`src/rtl/msr_pkg.sv`:
```
`timescale 1ns / 1ps
// ----------------------------------------------------------------------------
// msr_pkg
// shared types and constants of the matrix scan-order reorder unit
// ----------------------------------------------------------------------------
package msr_pkg;

    // defaults of the top-level parameters
    localparam int MAX_SIDE_DEF   = 8;
    localparam int DATA_WIDTH_DEF = 32;

    // configuration register widths and reset values
    localparam int MODE_W = 2;
    localparam int SIZE_W = 4;
    localparam int CFG_IDX_W = 1;
    localparam logic [SIZE_W-1:0] SIZE_RESET = 4'd8;

    // width of the row and column result fields
    localparam int POS_W = 3;

    // register indexes of the configuration port
    localparam logic [CFG_IDX_W-1:0] CFG_SCAN_MODE   = 1'b0;
    localparam logic [CFG_IDX_W-1:0] CFG_MATRIX_SIZE = 1'b1;

    typedef enum logic [MODE_W-1:0] {
        SCAN_ROW    = 2'd0,
        SCAN_SNAKE  = 2'd1,
        SCAN_ZIGZAG = 2'd2,
        SCAN_SPIRAL = 2'd3
    } t_scan_mode;

    typedef enum logic {
        ST_LOAD,
        ST_SCAN
    } t_state;

    typedef enum logic [1:0] {
        DIR_RIGHT,
        DIR_DOWN,
        DIR_LEFT,
        DIR_UP
    } t_dir;

    // control from the top level to the scan sequencer
    typedef struct packed {
        logic start;
        logic step;
    } t_gen_ctrl;

endpackage

```
`src/rtl/msr_scan_gen.sv`:
```
`timescale 1ns / 1ps
// ----------------------------------------------------------------------------
// msr_scan_gen
// walks the matrix positions of one scan, one position per step
// ----------------------------------------------------------------------------
module msr_scan_gen #(
    parameter int MAX_SIDE = msr_pkg::MAX_SIDE_DEF,
    parameter int IDX_W    = (MAX_SIDE > 1) ? $clog2(MAX_SIDE) : 1,
    parameter int CNT_W    = 2 * $clog2(MAX_SIDE + 1)
) (
    input  logic                    i_clk,
    input  logic                    i_rst_n,
    input  msr_pkg::t_gen_ctrl      i_ctrl,
    input  msr_pkg::t_scan_mode     i_mode,
    input  logic [IDX_W-1:0]        i_side_m1,
    input  logic [CNT_W-1:0]        i_total_m1,
    output logic [IDX_W-1:0]        o_row,
    output logic [IDX_W-1:0]        o_col,
    output logic                    o_last
);
    import msr_pkg::*;

    logic [IDX_W-1:0] r_row, n_row;
    logic [IDX_W-1:0] r_col, n_col;
    logic [IDX_W-1:0] r_lo, n_lo;
    t_dir             r_dir, n_dir;
    logic [CNT_W-1:0] r_cnt, n_cnt;
    logic [IDX_W-1:0] hi;
    logic             up_right;

    assign hi       = i_side_m1 - r_lo;
    assign up_right = ~(r_row[0] ^ r_col[0]);

    always_comb begin
        n_row = r_row;
        n_col = r_col;
        n_lo  = r_lo;
        n_dir = r_dir;
        n_cnt = r_cnt;
        if (i_ctrl.start) begin
            n_row = '0;
            n_col = '0;
            n_lo  = '0;
            n_dir = DIR_RIGHT;
            n_cnt = '0;
        end else if (i_ctrl.step) begin
            n_cnt = r_cnt + 1'b1;
            case (i_mode)
                SCAN_ROW, SCAN_SNAKE: begin
                    if (r_col == i_side_m1) begin
                        n_col = '0;
                        n_row = r_row + 1'b1;
                    end else begin
                        n_col = r_col + 1'b1;
                    end
                end
                SCAN_ZIGZAG: begin
                    if (up_right) begin
                        if (r_col == i_side_m1) begin
                            n_row = r_row + 1'b1;
                        end else if (r_row == '0) begin
                            n_col = r_col + 1'b1;
                        end else begin
                            n_row = r_row - 1'b1;
                            n_col = r_col + 1'b1;
                        end
                    end else begin
                        if (r_row == i_side_m1) begin
                            n_col = r_col + 1'b1;
                        end else if (r_col == '0) begin
                            n_row = r_row + 1'b1;
                        end else begin
                            n_row = r_row + 1'b1;
                            n_col = r_col - 1'b1;
                        end
                    end
                end
                SCAN_SPIRAL: begin
                    case (r_dir)
                        DIR_RIGHT: begin
                            if (r_col != hi) begin
                                n_col = r_col + 1'b1;
                            end else begin
                                n_dir = DIR_DOWN;
                                n_row = r_row + 1'b1;
                            end
                        end
                        DIR_DOWN: begin
                            if (r_row != hi) begin
                                n_row = r_row + 1'b1;
                            end else begin
                                n_dir = DIR_LEFT;
                                n_col = r_col - 1'b1;
                            end
                        end
                        DIR_LEFT: begin
                            if (r_col != r_lo) begin
                                n_col = r_col - 1'b1;
                            end else if (hi - 1'b1 != r_lo) begin
                                n_dir = DIR_UP;
                                n_row = r_row - 1'b1;
                            end else begin
                                // two-wide ring has no upward leg
                                n_lo  = r_lo + 1'b1;
                                n_row = r_lo + 1'b1;
                                n_col = r_lo + 1'b1;
                                n_dir = DIR_RIGHT;
                            end
                        end
                        default: begin
                            if (r_row != r_lo + 1'b1) begin
                                n_row = r_row - 1'b1;
                            end else begin
                                n_lo  = r_lo + 1'b1;
                                n_col = r_lo + 1'b1;
                                n_dir = DIR_RIGHT;
                            end
                        end
                    endcase
                end
                default: ;
            endcase
        end
    end

    always_ff @(posedge i_clk) begin
        if (!i_rst_n) begin
            r_row <= '0;
            r_col <= '0;
            r_lo  <= '0;
            r_dir <= DIR_RIGHT;
            r_cnt <= '0;
        end else begin
            r_row <= n_row;
            r_col <= n_col;
            r_lo  <= n_lo;
            r_dir <= n_dir;
            r_cnt <= n_cnt;
        end
    end

    // odd rows of the snake scan run right to left
    assign o_row  = r_row;
    assign o_col  = (i_mode == SCAN_SNAKE && r_row[0]) ? (i_side_m1 - r_col) : r_col;
    assign o_last = (r_cnt == i_total_m1);

endmodule

```
`src/rtl/matrix_scan_order_reorder_unit.sv`:
```
`timescale 1ns / 1ps
// ----------------------------------------------------------------------------
// matrix_scan_order_reorder_unit
// stores an n-by-n matrix and emits it in a selectable scan order
// ----------------------------------------------------------------------------
// usage
//   input channel (i_in_valid / o_in_ready) takes one element per item in
//   row-major order. when the n*n-th element is taken, the whole matrix is
//   emitted on the output channel (o_out_valid / i_out_ready), one item per
//   element, each with its row, column and a last flag on the final one.
//   scan order comes from the scan_mode register (row-major, snake rows,
//   zigzag diagonals, clockwise spiral), n from matrix_size (0 acts as 1,
//   values above MAX_SIDE act as MAX_SIDE). a write to matrix_size restarts
//   loading; the user writes registers only while the unit is idle (unchecked).
// loading and emission
//   loading takes one element per cycle while the unit is loading. emission
//   reads the element store once per cycle unless the output stalls. after
//   the last element is taken, the first result passes the store read and
//   then the output register. the input is held off while emission reads
//   are being issued, since the same store is used.
// reset and stall
//   reset clears the load position, mode (row-major) and size (8); store
//   contents are not cleared. when the receiver stalls, the output register
//   and one in-flight read hold, and store reads pause until it drains.
// ----------------------------------------------------------------------------
module matrix_scan_order_reorder_unit #(
    parameter int MAX_SIDE   = msr_pkg::MAX_SIDE_DEF,
    parameter int DATA_WIDTH = msr_pkg::DATA_WIDTH_DEF
) (
    input  logic                           i_clk,
    input  logic                           i_rst_n,
    // configuration write port
    input  logic                           i_cfg_we,
    input  logic [msr_pkg::CFG_IDX_W-1:0]  i_cfg_idx,
    input  logic [msr_pkg::SIZE_W-1:0]     i_cfg_data,
    // input channel
    input  logic                           i_in_valid,
    output logic                           o_in_ready,
    input  logic [DATA_WIDTH-1:0]          i_element_in,
    // output channel
    output logic                           o_out_valid,
    input  logic                           i_out_ready,
    output logic [DATA_WIDTH-1:0]          o_element_out,
    output logic [msr_pkg::POS_W-1:0]      o_row_index,
    output logic [msr_pkg::POS_W-1:0]      o_col_index,
    output logic                           o_last_of_scan
);
    import msr_pkg::*;

    localparam int IDX_W  = (MAX_SIDE > 1) ? $clog2(MAX_SIDE) : 1;
    localparam int SIDE_W = $clog2(MAX_SIDE + 1);
    localparam int CNT_W  = 2 * SIDE_W;
    localparam int CMP_W  = SIZE_W + SIDE_W;
    localparam int ADDR_W = 2 * IDX_W;
    localparam int DEPTH  = 1 << ADDR_W;

    // configuration registers
    t_scan_mode        r_mode;
    logic [SIZE_W-1:0] r_size;

    // effective side length and derived limits
    logic [SIDE_W-1:0] side;
    logic [IDX_W-1:0]  side_m1;
    logic [CNT_W-1:0]  total_m1;

    always_comb begin
        if (r_size == '0) begin
            side = SIDE_W'(1);
        end else if (CMP_W'(r_size) > CMP_W'(MAX_SIDE)) begin
            side = SIDE_W'(MAX_SIDE);
        end else begin
            side = SIDE_W'(r_size);
        end
    end

    assign side_m1  = IDX_W'(side - 1'b1);
    assign total_m1 = CNT_W'(CNT_W'(side) * CNT_W'(side)) - 1'b1;

    always_ff @(posedge i_clk) begin
        if (!i_rst_n) begin
            r_mode <= SCAN_ROW;
            r_size <= SIZE_RESET;
        end else if (i_cfg_we) begin
            case (i_cfg_idx)
                CFG_SCAN_MODE:   r_mode <= t_scan_mode'(i_cfg_data[MODE_W-1:0]);
                CFG_MATRIX_SIZE: r_size <= i_cfg_data;
                default: ;
            endcase
        end
    end

    logic size_wr;
    assign size_wr = i_cfg_we && (i_cfg_idx == CFG_MATRIX_SIZE);

    // load position, row-major
    t_state           r_state, n_state;
    logic [IDX_W-1:0] r_ld_row, r_ld_col;
    logic             in_acc;
    logic             ld_last;

    assign o_in_ready = (r_state == ST_LOAD);
    assign in_acc     = i_in_valid && o_in_ready;
    assign ld_last    = (r_ld_row == side_m1) && (r_ld_col == side_m1);

    always_ff @(posedge i_clk) begin
        if (!i_rst_n || size_wr) begin
            r_ld_row <= '0;
            r_ld_col <= '0;
        end else if (in_acc) begin
            if (r_ld_col == side_m1) begin
                r_ld_col <= '0;
                r_ld_row <= ld_last ? '0 : r_ld_row + 1'b1;
            end else begin
                r_ld_col <= r_ld_col + 1'b1;
            end
        end
    end

    // read pipeline: in-flight store read, then output register
    logic                  r_rd_vld;
    logic [IDX_W-1:0]      r_rd_row, r_rd_col;
    logic                  r_rd_last;
    logic [DATA_WIDTH-1:0] r_rd_data;

    logic                  r_out_vld;
    logic [DATA_WIDTH-1:0] r_out_data;
    logic [IDX_W-1:0]      r_out_row, r_out_col;
    logic                  r_out_last;

    logic out_take, s1_adv, s1_free, rd_en;

    assign out_take = !r_out_vld || i_out_ready;
    assign s1_adv   = r_rd_vld && out_take;
    assign s1_free  = !r_rd_vld || out_take;

    // scan sequencer
    t_gen_ctrl        gen_ctrl;
    logic [IDX_W-1:0] gen_row, gen_col;
    logic             gen_last;

    always_comb begin
        n_state  = r_state;
        rd_en    = 1'b0;
        gen_ctrl = '0;
        case (r_state)
            ST_LOAD: begin
                if (in_acc && ld_last) begin
                    gen_ctrl.start = 1'b1;
                    n_state        = ST_SCAN;
                end
            end
            ST_SCAN: begin
                if (s1_free) begin
                    rd_en         = 1'b1;
                    gen_ctrl.step = 1'b1;
                    if (gen_last) begin
                        n_state = ST_LOAD;
                    end
                end
            end
            default: n_state = ST_LOAD;
        endcase
    end

    always_ff @(posedge i_clk) begin
        if (!i_rst_n) begin
            r_state <= ST_LOAD;
        end else begin
            r_state <= n_state;
        end
    end

    msr_scan_gen #(
        .MAX_SIDE (MAX_SIDE),
        .IDX_W    (IDX_W),
        .CNT_W    (CNT_W)
    ) u_scan_gen (
        .i_clk      (i_clk),
        .i_rst_n    (i_rst_n),
        .i_ctrl     (gen_ctrl),
        .i_mode     (r_mode),
        .i_side_m1  (side_m1),
        .i_total_m1 (total_m1),
        .o_row      (gen_row),
        .o_col      (gen_col),
        .o_last     (gen_last)
    );

    // element store, addressed {row, col}; writes only while loading and
    // reads only while scanning, so the two never meet on one entry
    logic [DATA_WIDTH-1:0] r_store [DEPTH];

    always_ff @(posedge i_clk) begin
        if (in_acc) begin
            r_store[{r_ld_row, r_ld_col}] <= i_element_in;
        end
    end

    always_ff @(posedge i_clk) begin
        if (rd_en) begin
            r_rd_data <= r_store[{gen_row, gen_col}];
        end
    end

    always_ff @(posedge i_clk) begin
        if (!i_rst_n) begin
            r_rd_vld <= 1'b0;
        end else if (rd_en) begin
            r_rd_vld <= 1'b1;
        end else if (s1_adv) begin
            r_rd_vld <= 1'b0;
        end
    end

    always_ff @(posedge i_clk) begin
        if (rd_en) begin
            r_rd_row  <= gen_row;
            r_rd_col  <= gen_col;
            r_rd_last <= gen_last;
        end
    end

    always_ff @(posedge i_clk) begin
        if (!i_rst_n) begin
            r_out_vld <= 1'b0;
        end else if (out_take) begin
            r_out_vld <= r_rd_vld;
        end
    end

    always_ff @(posedge i_clk) begin
        if (s1_adv) begin
            r_out_data <= r_rd_data;
            r_out_row  <= r_rd_row;
            r_out_col  <= r_rd_col;
            r_out_last <= r_rd_last;
        end
    end

    assign o_out_valid    = r_out_vld;
    assign o_element_out  = r_out_data;
    assign o_row_index    = POS_W'(r_out_row);
    assign o_col_index    = POS_W'(r_out_col);
    assign o_last_of_scan = r_out_last;

    // a stalled output item stays valid with its payload unchanged
    a_out_hold: assert property (@(posedge i_clk) disable iff (!i_rst_n)
        o_out_valid && !i_out_ready |=> o_out_valid && $stable(o_element_out) &&
        $stable(o_row_index) && $stable(o_col_index) && $stable(o_last_of_scan))
        else $error("output item changed while stalled");

    // a completed matrix always moves the unit into the scan phase
    a_load_to_scan: assert property (@(posedge i_clk) disable iff (!i_rst_n)
        in_acc && ld_last |=> r_state == ST_SCAN)
        else $error("full matrix loaded without starting a scan");

    // a held in-flight read must not be overwritten by a new read
    a_rd_hold: assert property (@(posedge i_clk) disable iff (!i_rst_n)
        r_rd_vld && !s1_adv |=> $stable(r_rd_data) && r_rd_vld)
        else $error("in-flight store read lost while output stalled");

endmodule
```
`config.mk`:
```
export PLATFORM = sky130hd
export DESIGN_NAME = matrix_scan_order_reorder_unit
export DESIGN_NICKNAME = d
export VERILOG_FILES = /design/src/rtl/msr_pkg.sv /design/src/rtl/msr_scan_gen.sv /design/src/rtl/matrix_scan_order_reorder_unit.sv
export SDC_FILE = /design/constraint.sdc
export NUM_CORES = 2
export LEC_CHECK = 0
export ABC_AREA = 1
export BUFFER_PORTS_ARGS = -buffer_cell sky130_fd_sc_hd__buf_4
export CORE_ASPECT_RATIO = 0.7
export CORE_MARGIN = 3
export CORE_UTILIZATION = 47
export CTS_CLUSTER_DIAMETER = 100
export DETAILED_ROUTE_END_ITERATION = 12
export PLACE_DENSITY = 0.61
export SKIP_CTS_REPAIR_TIMING = 1
export SKIP_LAST_GASP = 1
export SYNTH_ARGS = -nofsm -noshare
export SYNTH_HDL_FRONTEND = slang
export SYNTH_SLANG_ARGS = --single-unit
```
`constraint.sdc`:
```
create_clock -name i_clk -period 9.15 [get_ports i_clk]
set_input_delay 1.3725 -clock i_clk [delete_from_list [all_inputs] [get_ports i_clk]]
set_output_delay 1.3725 -clock i_clk [all_outputs]
set_load 0.01 [all_outputs]
```
==> impl_metrics.toml <==
[power_and_ir_drop]
p_leak_uw = 0.0375
ir_worst_vdd_v = 0.000161
powerDensity_mw_per_mm2 = 197

[sta]
finClkSkew_ps = 49.2
setup_violations = 0
setup_tns_ps = 0
max_freq_mhz = 175
post-route-period-util_pct = 62.4
relSlewSlack_pct = 19.0
fin_crit_ps = 5710
slew_viol_final = 0
worst_pin_slew_ps = 1220
hold_viol = 0
rsz0062_at_grt = "no"

[layout]
final_common_cell = "nand2_1"
post_route_cells_drive_above_1_share_pct = 7.04
most-common-layout-cells = "2781 x nand2_1, 2126 x edfxtp_1, 1748 x nand3_1"
fillCellCount = 16300
final_nets = 8181
final_util_pct = 52.6
area_growth_pct = 10.9

[grt]
grt_overflow_total = 0
grtUsageTotal_pct = 28.3
grt_antenna_before_repair = 11
grt_max_degree = 184
grt_pass1_wl_um = 411000
grt_pass1_vias = 57200

[synthesis]
syn-num-nets = 8252
ys.flop_type = "edfxtp_1"
yosysSeqAreaShare_pct = 71.2
synth_area_per_cell_um2 = 11.1
synth-seq-cells = 2160
syn_inst = 8178
synth_area_mm2 = 0.0906
yosysWarnings = 0
synth_cell_type_count = 39
synth_edf_count = 2126
async_flop_share_pct = 0

[place]
portBuffers = 82
hpwl_um = 149000
gp_congestion = 0.877

[route]
vias_per_cell = 5.87
antenna_left = 0
firstDrtPassIters = 7
wl_per_cell_um = 26.5
vias = 63300
drt-initial-drc-count = 10000
drt_wl_total_um = 286000
drc = 0

[critical_path]
worstPathArrival_ps = 6310
critical_path_class = "register to register"
max_stage_delay_ps = 770
worstPathMaxFanout = 183
worstSetupEndpointType = "register"
critPathRequiredTime_ps = 9750
worst_path_max_delay_cell = "dfxtp_4"
worstPathCellList = "buf_4 > nand3_4 > nand2_8 > nand2_4 > buf_12 > o21ai_0 > o21ai_1 > inv_1 > nand2_1 > nand3_1 > nand3_1 > nand3_1 > nand2_1"
ff2ff_setup_slack_ps = 3440
critPathLaunchType = "register"
crit_top_cell = "nand3_1"

[run]
cap_violations = 0

[die]
fp.dieH_um = 373
ios = 83
core-area_mm2 = 0.191
die-area_mm2 = 0.198
die_w_um = 531
rows = 134
initial_core_util_pct = 47.4

[clock_tree]
htreeDepth = 4
clockRootBuffer = "clkbuf_16"
cts_tree = "yes"
numCtsBuffers = 211
clock_latency_ps = 860
path_clk_slew_ps = 60
cts.sinks = 2160
cts_max_path_buffers = 4

[worst_hold_path]
hp-class = "register to register"

[status]
status = "completed"
flip-flops by register name, summed over array words and instances, names as in the netlist, 4 cells and up:
signal            flops
r_rd_data            32
u_scan_gen.r_cnt      8
r_store            2048
r_size                4
o_element_out        32
per-layer routing:
| metal | global-route usage (%) | up-vias | routed length (µm) |
|---|---|---|---|
| met4 | 7.84 | 6 | 9060 |
| li1 | - | 28000 | - |
| met5 | 0 | - | 41 |
| met1 | 43.1 | 31100 | 120000 |
| met2 | 39.9 | 3757 | 121000 |
| met3 | 7.19 | 534 | 36300 |
critical path, delay by kind of cell (launching register included):
kind	cells	cell delay [ps]
compound gates	2	500
buf+inv	3	1230
flops	1	770
simple gates	8	2440
worst paths after layout:
check                           cells past startpoint                start              to
worst min-delay path                                0          r_rd_row[1]  o_row_index[1]
worst max-delay path                               13  u_scan_gen.o_row[0]   r_rd_data[13]
worst min register to register                      0          r_rd_row[1]  o_row_index[1]
worst max register to register                     13  u_scan_gen.o_row[0]   r_rd_data[13]
layout make-up:
cell class | instances | area (µm²) | area share [%]
well taps | 2516 | 3150 | 3.13
inverters | 431 | 1620 | 1.61
clock inverters | 124 | 1070 | 1.06
repair buffers | 205 | 1800 | 1.79
multi-input cells | 5098 | 22800 | 22.7
clock buffers | 252 | 5500 | 5.47
diodes | 10 | 25.0 | 0.0249
flip-flops and latches | 2160 | 64500 | 64.2
cells by family after synthesis:
logic type | after synthesis | share of synthesized area, %
AO/OA/AOI/OAI | 219 | 1.24
XOR/XNOR | 33 | 0.319
adder cells (fa/ha/maj) | 32 | 0.458
buffers and inverters | 920 | 4.30
flip-flops | 2160 | 71.2
other | 2 | 0.00829
AND/OR/NAND/NOR | 4812 | 22.5
power breakdown:
part / leakage (µW) / internal (µW) / switching (µW) / total [µW]
sequential: 0.0194 / 10900 / 9.26 / 10900
combinational: 0.0148 / 60.4 / 301 / 362
clock: 0.00320 / 4770 / 3740 / 8510
total: 0.0375 / 15700 / 4050 / 19800
synth_stat cells (2+ instances only):
cell type,number,share of area [%]
nand3b_1,2,0.017
nand3_1,1748,9.7
xnor2_1,17,0.16
nor3_1,7,0.039
inv_2,4,0.017
nand2_2,6,0.041
ha_1,30,0.41
o21bai_1,2,0.017
nor3b_1,2,0.017
edfxtp_1,2126,70
nand3_2,2,0.022
clkbuf_1,160,0.66
a21oi_1,27,0.15
xor2_1,16,0.15
o21ai_1,95,0.52
nand4_1,10,0.069
nand2_1,2786,12
dfxtp_1,34,0.75
inv_1,426,1.8
conb_1,2,0.0083
a211oi_1,3,0.025
buf_4,25,0.21
nor2_1,244,1.0
buf_2,280,1.5
fa_1,2,0.044
o21ai_0,86,0.48
buf_1,24,0.099
per-stage QoR:
step	power (µW)	std cells	area, µm²	hold WS [ps]	worst slack, ps
2_1_floorplan	11200	8178	90600	400	5320
3_3_place_gp	11500	10400	93900	401	3940
3_5_place_dp	11500	10400	93900	414	3900
4_1_cts	19800	10800	100000	425	3920
5_1_grt	20300	10800	100000	442	3600
6_report	19800	10800	100000	422	3440
No activity file was read; power rests on OpenSTA's default activity.
